<file path="config.mk">
export PLATFORM = sky130hd
export DESIGN_NAME = bridge_balance_wiper_tracker_flat
export DESIGN_NICKNAME = d
export VERILOG_FILES = /design/src/hdl/bbwt_pkg.sv /design/src/hdl/bbwt_sample_if.sv /design/src/hdl/bbwt_report_if.sv /design/src/hdl/bbwt_cfg_if.sv /design/src/hdl/bridge_balance_wiper_tracker.sv /design/src/flat_wrapper.sv
export SDC_FILE = /design/constraint.sdc
export NUM_CORES = 1
export LEC_CHECK = 0
export ABC_AREA = 0
export BUFFER_PORTS_ARGS = -buffer_cell sky130_fd_sc_hd__clkbuf_2
export CAP_MARGIN = 20
export CORE_MARGIN = 2
export CORE_UTILIZATION = 56
export DETAILED_ROUTE_END_ITERATION = 6
export GPL_ROUTABILITY_DRIVEN = 0
export GPL_TIMING_DRIVEN = 0
export PLACE_DENSITY_LB_ADDON = 0.25
export SLEW_MARGIN = 20
export SYNTH_ARGS = -nofsm -noshare
export SYNTH_HDL_FRONTEND = slang
export SYNTH_SLANG_ARGS = --single-unit
</file>
<file path="constraint.sdc">
create_clock -name clk -period 4.4 [get_ports clk]
set_clock_uncertainty 0.2 [all_clocks]
set_input_delay 0.66 -clock clk [delete_from_list [all_inputs] [get_ports clk]]
set_output_delay 0.66 -clock clk [all_outputs]
set_load 0.02 [all_outputs]
</file>
<file path="src/hdl/bbwt_pkg.sv">
// ----------------------------------------------------------------------------
// bbwt_pkg
// Shared widths, limits and codes of the bridge balance wiper tracker.
// ----------------------------------------------------------------------------
package bbwt_pkg;

  localparam int MAX_CHANNELS = 8;
  localparam int CH_W         = $clog2(MAX_CHANNELS);
  localparam int NCH_W        = $clog2(MAX_CHANNELS + 1);
  localparam int WIPER_LEVELS = 1024;
  localparam int WIPER_W      = 10;
  localparam int CNT_W        = 11;
  localparam int SAMPLE_W     = 16;
  localparam int CFG_IDX_W    = 3;
  localparam int CFG_DATA_W   = 16;
  localparam int NUM_CH_W     = 4;
  localparam int TRIG_W       = 10;

  localparam logic signed [CNT_W-1:0] CNT_MAX = {1'b0, {(CNT_W-1){1'b1}}};
  localparam logic signed [CNT_W-1:0] CNT_MIN = {1'b1, {(CNT_W-1){1'b0}}};

  typedef enum logic [CFG_IDX_W-1:0] {
    REG_NUM_CHANNELS   = 3'd0,
    REG_HIGH_THRESHOLD = 3'd1,
    REG_LOW_THRESHOLD  = 3'd2,
    REG_TRIGGER_COUNT  = 3'd3,
    REG_WIPER_STEP     = 3'd4
  } reg_idx_t;

  typedef enum logic [1:0] {
    MOVE_NONE  = 2'd0,
    MOVE_RAISE = 2'd1,
    MOVE_LOWER = 2'd2
  } move_t;

  localparam logic [NUM_CH_W-1:0]         RST_NUM_CHANNELS   = 4'd2;
  localparam logic signed [SAMPLE_W-1:0]  RST_HIGH_THRESHOLD = 16'sd4000;
  localparam logic signed [SAMPLE_W-1:0]  RST_LOW_THRESHOLD  = -16'sd100;
  localparam logic [TRIG_W-1:0]           RST_TRIGGER_COUNT  = 10'd3;
  localparam logic [WIPER_W-1:0]          RST_WIPER_STEP     = 10'd5;

endpackage

</file>
<file path="src/hdl/bbwt_sample_if.sv">
// ----------------------------------------------------------------------------
// bbwt_sample_if
// Input channel: ADC samples and wiper presets.
// ----------------------------------------------------------------------------
interface bbwt_sample_if;
  import bbwt_pkg::*;

  logic                       valid;
  logic                       ready;
  logic                       mode;
  logic signed [SAMPLE_W-1:0] sample;
  logic                       frame_end;
  logic [CH_W-1:0]            preset_channel;
  logic [WIPER_W-1:0]         preset_wiper;

  modport source (output valid, mode, sample, frame_end, preset_channel, preset_wiper,
                  input ready);
  modport sink   (input valid, mode, sample, frame_end, preset_channel, preset_wiper,
                  output ready);
endinterface

</file>
<file path="src/hdl/bbwt_report_if.sv">
// ----------------------------------------------------------------------------
// bbwt_report_if
// Output channel: per-channel wiper reports at frame end.
// ----------------------------------------------------------------------------
interface bbwt_report_if;
  import bbwt_pkg::*;

  logic               valid;
  logic               ready;
  logic [CH_W-1:0]    out_channel;
  logic [WIPER_W-1:0] wiper_position;
  logic [1:0]         wiper_move;
  logic               last_report;

  modport source (output valid, out_channel, wiper_position, wiper_move, last_report,
                  input ready);
  modport sink   (input valid, out_channel, wiper_position, wiper_move, last_report,
                  output ready);
endinterface

</file>
<file path="src/hdl/bbwt_cfg_if.sv">
// ----------------------------------------------------------------------------
// bbwt_cfg_if
// Configuration write channel: register index and write data.
// ----------------------------------------------------------------------------
interface bbwt_cfg_if;
  import bbwt_pkg::*;

  logic                  valid;
  logic                  ready;
  logic [CFG_IDX_W-1:0]  index;
  logic [CFG_DATA_W-1:0] data;

  modport source (output valid, index, data, input ready);
  modport sink   (input valid, index, data, output ready);
endinterface

</file>
<file path="src/hdl/bridge_balance_wiper_tracker.sv">
// ----------------------------------------------------------------------------
// bridge_balance_wiper_tracker
// Per-channel balance counters and wiper positions kept in two small RAMs.
// A sample item is taken in idle; its counter is written back in the next
// cycle (update state), and only then does the block take another item.
// At frame end each channel passes a RAM read state and a decide state that
// registers its report and writes its wiper back; a stall holds that state.
// Reset loads the register defaults, returns to idle and clears the phase and
// RAM valid bits, so counters and wipers read as zero without a clearing pass.
// ----------------------------------------------------------------------------
module bridge_balance_wiper_tracker (
  input  logic            clk,
  input  logic            rst,
  bbwt_sample_if.sink     samp,
  bbwt_report_if.source   rpt,
  bbwt_cfg_if.sink        cfg
);
  import bbwt_pkg::*;

  typedef enum logic [3:0] {
    S_IDLE = 4'b0001,
    S_UPD  = 4'b0010,
    S_RD   = 4'b0100,
    S_CALC = 4'b1000
  } state_t;

  state_t state;

  // configuration
  logic [NUM_CH_W-1:0]        num_channels;
  logic signed [SAMPLE_W-1:0] high_threshold;
  logic signed [SAMPLE_W-1:0] low_threshold;
  logic [TRIG_W-1:0]          trigger_count;
  logic [WIPER_W-1:0]         wiper_step;

  // memories and their valid bits
  logic signed [CNT_W-1:0] cnt_mem [MAX_CHANNELS];
  logic [WIPER_W-1:0]      wip_mem [MAX_CHANNELS];
  logic [MAX_CHANNELS-1:0] cnt_vld;
  logic [MAX_CHANNELS-1:0] wip_vld;
  logic signed [CNT_W-1:0] cnt_rd;
  logic [WIPER_W-1:0]      wip_rd;
  logic [CH_W-1:0]         cnt_addr;

  logic [CH_W-1:0]            phase;
  logic [CH_W-1:0]            ch;
  logic signed [SAMPLE_W-1:0] sample_q;
  logic                       frame_end_q;
  logic [CH_W-1:0]            idx;

  logic [NCH_W-1:0]        n_act;
  logic [CH_W-1:0]         ch_sel;
  logic [NCH_W-1:0]        ch_inc;
  logic                    samp_fire;
  logic                    rpt_load;
  logic signed [CNT_W-1:0] cnt_cur;
  logic signed [CNT_W-1:0] cnt_next;
  logic signed [CNT_W-1:0] rep_cnt;
  logic [WIPER_W-1:0]      rep_w;
  logic [WIPER_W:0]        w_sum;
  logic [WIPER_W-1:0]      w_next;
  move_t                   move_next;
  logic                    last_next;
  logic signed [CNT_W:0]   trig_pos;
  logic signed [CNT_W:0]   trig_neg;
  logic signed [CNT_W:0]   rep_cnt_x;

  // ---------------- configuration ----------------
  assign cfg.ready = 1'b1;

  always_ff @(posedge clk) begin
    if (rst) begin
      num_channels   <= RST_NUM_CHANNELS;
      high_threshold <= RST_HIGH_THRESHOLD;
      low_threshold  <= RST_LOW_THRESHOLD;
      trigger_count  <= RST_TRIGGER_COUNT;
      wiper_step     <= RST_WIPER_STEP;
    end else if (cfg.valid) begin
      case (cfg.index)
        REG_NUM_CHANNELS:   num_channels   <= cfg.data[NUM_CH_W-1:0];
        REG_HIGH_THRESHOLD: high_threshold <= $signed(cfg.data[SAMPLE_W-1:0]);
        REG_LOW_THRESHOLD:  low_threshold  <= $signed(cfg.data[SAMPLE_W-1:0]);
        REG_TRIGGER_COUNT:  trigger_count  <= cfg.data[TRIG_W-1:0];
        REG_WIPER_STEP:     wiper_step     <= cfg.data[WIPER_W-1:0];
        default: ;
      endcase
    end
  end

  // clamp the channel count to 1..MAX_CHANNELS
  always_comb begin
    if (num_channels == '0) begin
      n_act = NCH_W'(1);
    end else if (NCH_W'(num_channels) > NCH_W'(MAX_CHANNELS)) begin
      n_act = NCH_W'(MAX_CHANNELS);
    end else begin
      n_act = NCH_W'(num_channels);
    end
  end

  // restart at channel 0 if the phase is at or beyond the count
  assign ch_sel = (NCH_W'(phase) >= n_act) ? '0 : phase;
  assign ch_inc = NCH_W'(ch) + NCH_W'(1);

  // ---------------- handshakes ----------------
  assign samp.ready = (state == S_IDLE);
  assign samp_fire  = samp.valid && samp.ready;
  assign rpt_load   = (state == S_CALC) && (!rpt.valid || rpt.ready);

  // ---------------- memory reads ----------------
  assign cnt_addr = (state == S_IDLE) ? ch_sel : idx;

  always_ff @(posedge clk) begin
    cnt_rd <= cnt_mem[cnt_addr];
    wip_rd <= wip_mem[idx];
  end

  // ---------------- counter update ----------------
  assign cnt_cur = cnt_vld[ch] ? cnt_rd : '0;

  always_comb begin
    cnt_next = cnt_cur;
    if (sample_q > high_threshold) begin
      if (cnt_cur != CNT_MAX) cnt_next = cnt_cur + CNT_W'(1);
    end else if (sample_q < low_threshold) begin
      if (cnt_cur != CNT_MIN) cnt_next = cnt_cur - CNT_W'(1);
    end else if (cnt_cur > 0) begin
      cnt_next = cnt_cur - CNT_W'(1);
    end else if (cnt_cur < 0) begin
      cnt_next = cnt_cur + CNT_W'(1);
    end
  end

  always_ff @(posedge clk) begin
    if (state == S_UPD) begin
      cnt_mem[ch] <= cnt_next;
    end
  end

  // ---------------- frame decision ----------------
  assign rep_cnt   = cnt_vld[idx] ? cnt_rd : '0;
  assign rep_w     = wip_vld[idx] ? wip_rd : '0;
  assign rep_cnt_x = (CNT_W + 1)'(rep_cnt);
  assign trig_pos  = $signed({{(CNT_W + 1 - TRIG_W){1'b0}}, trigger_count});
  assign trig_neg  = -trig_pos;
  assign w_sum     = {1'b0, rep_w} + {1'b0, wiper_step};
  assign last_next = (NCH_W'(idx) + NCH_W'(1)) == n_act;

  always_comb begin
    move_next = MOVE_NONE;
    w_next    = rep_w;
    if (rep_cnt_x > trig_pos) begin
      move_next = MOVE_RAISE;
      if (w_sum < (WIPER_W + 1)'(WIPER_LEVELS)) w_next = w_sum[WIPER_W-1:0];
    end else if (rep_cnt_x < trig_neg) begin
      move_next = MOVE_LOWER;
      if (rep_w >= wiper_step) w_next = rep_w - wiper_step;
    end
  end

  // wiper RAM: preset in idle, decision write-back while reporting
  always_ff @(posedge clk) begin
    if (samp_fire && samp.mode) begin
      wip_mem[samp.preset_channel] <= samp.preset_wiper;
    end else if (rpt_load) begin
      wip_mem[idx] <= w_next;
    end
  end

  // ---------------- control ----------------
  always_ff @(posedge clk) begin
    if (rst) begin
      state   <= S_IDLE;
      phase   <= '0;
      idx     <= '0;
      cnt_vld <= '0;
      wip_vld <= '0;
    end else begin
      case (state)
        S_IDLE: begin
          if (samp_fire) begin
            if (samp.mode) begin
              wip_vld[samp.preset_channel] <= 1'b1;
            end else begin
              state <= S_UPD;
            end
          end
        end
        S_UPD: begin
          cnt_vld[ch] <= 1'b1;
          phase       <= (ch_inc >= n_act) ? '0 : ch_inc[CH_W-1:0];
          idx         <= '0;
          state       <= frame_end_q ? S_RD : S_IDLE;
        end
        S_RD: begin
          state <= S_CALC;
        end
        S_CALC: begin
          if (rpt_load) begin
            wip_vld[idx] <= 1'b1;
            if (last_next) begin
              // frame done: drop all counters, restart phase
              cnt_vld <= '0;
              phase   <= '0;
              state   <= S_IDLE;
            end else begin
              idx   <= idx + CH_W'(1);
              state <= S_RD;
            end
          end
        end
        default: state <= S_IDLE;
      endcase
    end
  end

  // hold the sample item for the update cycle
  always_ff @(posedge clk) begin
    if (samp_fire) begin
      ch          <= ch_sel;
      sample_q    <= samp.sample;
      frame_end_q <= samp.frame_end;
    end
  end

  // ---------------- report register ----------------
  always_ff @(posedge clk) begin
    if (rst) begin
      rpt.valid <= 1'b0;
    end else if (rpt_load) begin
      rpt.valid <= 1'b1;
    end else if (rpt.ready) begin
      rpt.valid <= 1'b0;
    end
  end

  always_ff @(posedge clk) begin
    if (rpt_load) begin
      rpt.out_channel    <= idx;
      rpt.wiper_position <= w_next;
      rpt.wiper_move     <= move_next;
      rpt.last_report    <= last_next;
    end
  end

endmodule

</file>
<file path="src/flat_wrapper.sv">
// flat-port wrapper written by rule: the top's interface ports become plain ports
module bridge_balance_wiper_tracker_flat import bbwt_pkg::*;
  (clk, rst, samp_valid, samp_mode, samp_sample, samp_frame_end, samp_preset_channel, samp_preset_wiper, samp_ready, rpt_valid, rpt_out_channel, rpt_wiper_position, rpt_wiper_move, rpt_last_report, rpt_ready, cfg_valid, cfg_index, cfg_data, cfg_ready);
  bbwt_sample_if samp_i ();
  bbwt_report_if rpt_i ();
  bbwt_cfg_if cfg_i ();
  input  logic clk;
  input  logic rst;
  input wire logic [$bits(samp_i.valid)-1:0] samp_valid;
  input wire logic [$bits(samp_i.mode)-1:0] samp_mode;
  input wire logic [$bits(samp_i.sample)-1:0] samp_sample;
  input wire logic [$bits(samp_i.frame_end)-1:0] samp_frame_end;
  input wire logic [$bits(samp_i.preset_channel)-1:0] samp_preset_channel;
  input wire logic [$bits(samp_i.preset_wiper)-1:0] samp_preset_wiper;
  output wire logic [$bits(samp_i.ready)-1:0] samp_ready;
  output wire logic [$bits(rpt_i.valid)-1:0] rpt_valid;
  output wire logic [$bits(rpt_i.out_channel)-1:0] rpt_out_channel;
  output wire logic [$bits(rpt_i.wiper_position)-1:0] rpt_wiper_position;
  output wire logic [$bits(rpt_i.wiper_move)-1:0] rpt_wiper_move;
  output wire logic [$bits(rpt_i.last_report)-1:0] rpt_last_report;
  input wire logic [$bits(rpt_i.ready)-1:0] rpt_ready;
  input wire logic [$bits(cfg_i.valid)-1:0] cfg_valid;
  input wire logic [$bits(cfg_i.index)-1:0] cfg_index;
  input wire logic [$bits(cfg_i.data)-1:0] cfg_data;
  output wire logic [$bits(cfg_i.ready)-1:0] cfg_ready;
  assign samp_i.valid = samp_valid;
  assign samp_i.mode = samp_mode;
  assign samp_i.sample = samp_sample;
  assign samp_i.frame_end = samp_frame_end;
  assign samp_i.preset_channel = samp_preset_channel;
  assign samp_i.preset_wiper = samp_preset_wiper;
  assign samp_ready = samp_i.ready;
  assign rpt_valid = rpt_i.valid;
  assign rpt_out_channel = rpt_i.out_channel;
  assign rpt_wiper_position = rpt_i.wiper_position;
  assign rpt_wiper_move = rpt_i.wiper_move;
  assign rpt_last_report = rpt_i.last_report;
  assign rpt_i.ready = rpt_ready;
  assign cfg_i.valid = cfg_valid;
  assign cfg_i.index = cfg_index;
  assign cfg_i.data = cfg_data;
  assign cfg_ready = cfg_i.ready;
  bridge_balance_wiper_tracker u_core (.clk(clk), .rst(rst), .samp(samp_i), .rpt(rpt_i), .cfg(cfg_i));
endmodule
</file>
==> results.py <==
metrics = {
    "run_status": {
        "status": "finished, violations left",
        "violations": "negative setup slack",
    },
    "critical_path": {
        "critPathSlowestCell": "o31ai_2",
        "cp_cell_sequence": "buf_6, mux4_2, mux2i_4, clkbuf_1, nand2b_1, inv_1, ha_1, and3_1, nand3_1, nor2_1, nand4bb_1, ha_1, o31ai_2",
        "cpMostUsedCell": "ha_1",
        "cp_top_family": "multiplexers",
        "path_depth": 13,
        "crit_buf_inv": 3,
        "worstSetupPathType": "reg -> reg",
        "worst_ep_arrival_time_ns": 4.57,
        "worstSetupEndpointType": "register",
        "worst_setup_path_start_kind": "register",
        "critPathMaxStageDelay_ns": 0.66,
        "cp_max_fo": 10,
        "r2r_cells": 13,
        "cp.required_ns": 4.46,
    },
    "die": {
        "die_height_um": 170.5,
        "num_io_pins": 74,
        "initial_utilization": 0.5731,
        "dieArea_um2": 29080,
        "rows": 60,
        "fp.dieW_um": 170.5,
        "core_area_um2": 27100,
    },
    "sta": {
        "post-route-min-period_ns": 4.505,
        "fmax_mhz": 222.0,
        "layout_setup_ws_ns": -0.1050,
        "slew_viol_final": 0,
        "layout_worst_path_cycle_share": 1.024,
        "hold_viol_final": 0,
        "setup_violations": 8,
        "tightest_slew_ns": 1.033,
        "rsz0062_at_grt": "yes",
        "relSlewSlack": 0.3111,
        "whs_ns": 0.05798,
    },
    "routing": {
        "drt-pass1-iter-count": 5,
        "vias": 11070,
        "routedWlPerCell_um": 19.22,
        "drtAntennaViolNets": 0,
        "vias_per_cell": 5.847,
        "drc": 0,
        "drt_iter0_drc": 975,
        "drt_wl_total_um": 36400,
    },
    "power_and_ir_drop": {
        "combPwrFrac": 0.076,
        "ir_worst_vdd_mv": 0.3770,
        "p_int_mw": 4.813,
        "leakage_nw": 6.717,
        "total_power_mw": 6.226,
        "p_sw_mw": 1.413,
        "pwr-share-clk": 0.411,
        "p_per_area_nw_per_um2": 352.6,
        "pwr-share-seq": 0.512,
        "switching_share": 0.2270,
    },
    "logic_synthesis": {
        "synth_top_area_share": 0.3944,
        "synth_cell_types": 80,
        "yosys_most_used_dff": "edfxtp_1",
        "synth-seq-area-share": 0.5284,
        "avgSynthCellArea_um2": 11.18,
        "synth_commonest_cells": "edfxtp_1 (204), nand2_1 (146), nor2_1 (128), dfxtp_1 (104), ha_1 (87)",
        "netlist.top_cell.by_area": "edfxtp_1",
        "synth_area_um2": 15530,
        "synth_cells": 1389,
        "synth-edff-count": 204,
        "synthArstFlopShare": 0,
        "ys_warn_count": 0,
        "yosysMostFrequentCell": "edfxtp_1",
        "synth_area_leaders": "edfxtp_1 (39%), dfxtp_1 (13%), ha_1 (7.0%)",
        "synth_nets": 1533,
        "ys_ff_latch": 308,
    },
    "final_layout": {
        "final_core_util": 0.6516,
        "fin_area_um2": 17660,
        "n_antenna_cell": 0,
        "area_growth_pct": 13.69,
        "final_layout_size_suffix_gt1_frac": 0.1708,
        "nNetsFinal": 1641,
    },
    "global_routing": {
        "grt_max_degree": 26,
        "use_met1": 0.3331,
        "grt_pass1_vias": 10870,
        "use_met2": 0.4276,
        "busiest_layer": "met2",
        "track_usage": 0.2502,
        "gr-usage-met3": 0.03539,
        "antenna_found_initial": 0,
        "global_route.overflow_total": 0,
        "grt_pass1_wl_um": 57040,
    },
    "clock_network": {
        "cts_tree": "yes",
        "cts-htree-levels": 1,
        "root_buffer": "clkbuf_16",
        "clock_path_buffers": 3,
        "cts_buffers": 31,
        "cts_num_sinks": 308,
        "path_clk_slew_ns": 0.06,
        "clk_latency_ns": 0.57,
    },
    "run": {
        "max_cap_violations": 0,
    },
    "place": {
        "place_area_um2": 16410,
        "dp_hpwl_um": 26220,
        "port_buffers": 70,
    },
    "hold_path": {
        "holdPathStages": 1,
        "hp-class": "in -> reg",
    },
}
-- placed cells by master (no fill, tap or decap), types with 8 or more instances in the layout --
cell / netlist / final
a211o_1: 21 / 21
a21o_1: 18 / 18
a21oi_1: 76 / 72
a22oi_1: 12 / 12
a31oi_1: 12 / 12
a32oi_1: 10 / 10
and2_1: 9 / 9
and3_1: 10 / 10
buf_4: 3 / 12
clkbuf_1: 48 / 51
clkbuf_16: 0 / 32
clkbuf_2: 0 / 70
dfxtp_1: 104 / 103
edfxtp_1: 204 / 204
ha_1: 87 / 86
inv_1: 81 / 80
mux2_2: 38 / 35
mux2i_1: 27 / 25
mux4_2: 26 / 26
nand2_1: 146 / 146
nand2b_1: 22 / 21
nand3_1: 14 / 14
nand3b_1: 10 / 10
nand4_1: 9 / 9
nor2_1: 128 / 127
nor2b_1: 42 / 39
nor3_1: 22 / 18
o211ai_1: 24 / 24
o21a_1: 8 / 8
o21ai_0: 32 / 31
xnor2_1: 20 / 19
xor2_1: 17 / 17
-- layout make-up --
type / count / area [µm²]
Clock buffer: 46 / 903.4
Tap cell: 372 / 465.4
Clock inverter: 12 / 100.1
Sequential cell: 308 / 8209
Fill cell: 2084 / 9442
Buffer: 64 / 311.5
Inverter: 82 / 307.8
Timing Repair Buffer: 79 / 430.4
Multi-Input combinational cell: 931 / 6932
-- final timing paths --
kind | end | slack, ns | start
worst min-delay path | u_core.sample_q[4] | 0.06 | samp_sample[4]
worst max-delay path | u_core.cnt_mem[2][10] | -0.11 | u_core.ch[0]
worst min register to register | u_core.rpt.out_channel[0] | 0.26 | u_core.idx[0]
worst max register to register | u_core.cnt_mem[2][10] | -0.11 | u_core.ch[0]
-- power by group through the flow --
stage | logic (mW) | registers, mW | clock network (mW)
after floorplan | 0.301 | 3.24 | 0
after global placement | 0.433 | 3.25 | 0
after detailed placement | 0.448 | 3.25 | 0
after CTS | 0.460 | 3.19 | 2.61
after global routing | 0.523 | 3.19 | 2.70
final | 0.475 | 3.19 | 2.56
-- registers in the layout, indices dropped and copies added, names as in the netlist, 3 cells and up --
signal and flops:
u_core.wiper_step 10, u_core.sample_q 16, u_core.rpt.wiper_position 10, u_core.state 4, u_core.cnt_mem 88, u_core.cnt_rd 11, u_core.idx 3, u_core.wip_mem 80
u_core.wip_rd 10, u_core.ch 3, u_core.low_threshold 16, u_core.wip_vld 8, u_core.rpt.out_channel 3, u_core.phase 3, u_core.high_threshold 16, u_core.num_channels 4
u_core.cnt_vld 8, u_core.trigger_count 10
-- per-layer routing --
layer | share of wire | up-vias
li1 | - | 5254
met1 | 0.43 | 5398
met2 | 0.48 | 345
met3 | 0.054 | 77
met4 | 0.031 | 0
met5 | 0 | -
-- stage by stage --
stage                     setup TNS [ns]  cells  setup WS (ns)
after detailed placement          -74.70   1834         -1.095
after floorplan                        0   1389        0.04115
after CTS                              0   1892       0.007970
after global placement            -70.69   1831        -0.8520
after global routing              -6.228   1894        -0.2010
final                            -0.8128   1894        -0.1050
-- kinds of logic after synthesis --
kind of cell             share of synthesized area
AND/OR/NAND/NOR                             0.1319
flip-flops                                  0.5284
AO/OA/AOI/OAI                               0.1189
buffers and inverters                      0.03907
multiplexers                               0.08651
adder cells (fa/ha/maj)                    0.07403
XOR/XNOR                                   0.02086
other                                    0.0002414
-- timing repair --
item | in CTS | in global routing
pin swaps | 2 | 6
hold endpoints to repair | 0 | 0
resized for setup | 30 | 15
hold buffers | 0 | 0
endpoints found under the setup margin | 122 | 161
buffers inserted | 2 | 4
No activity file was read; power rests on OpenSTA's default activity.
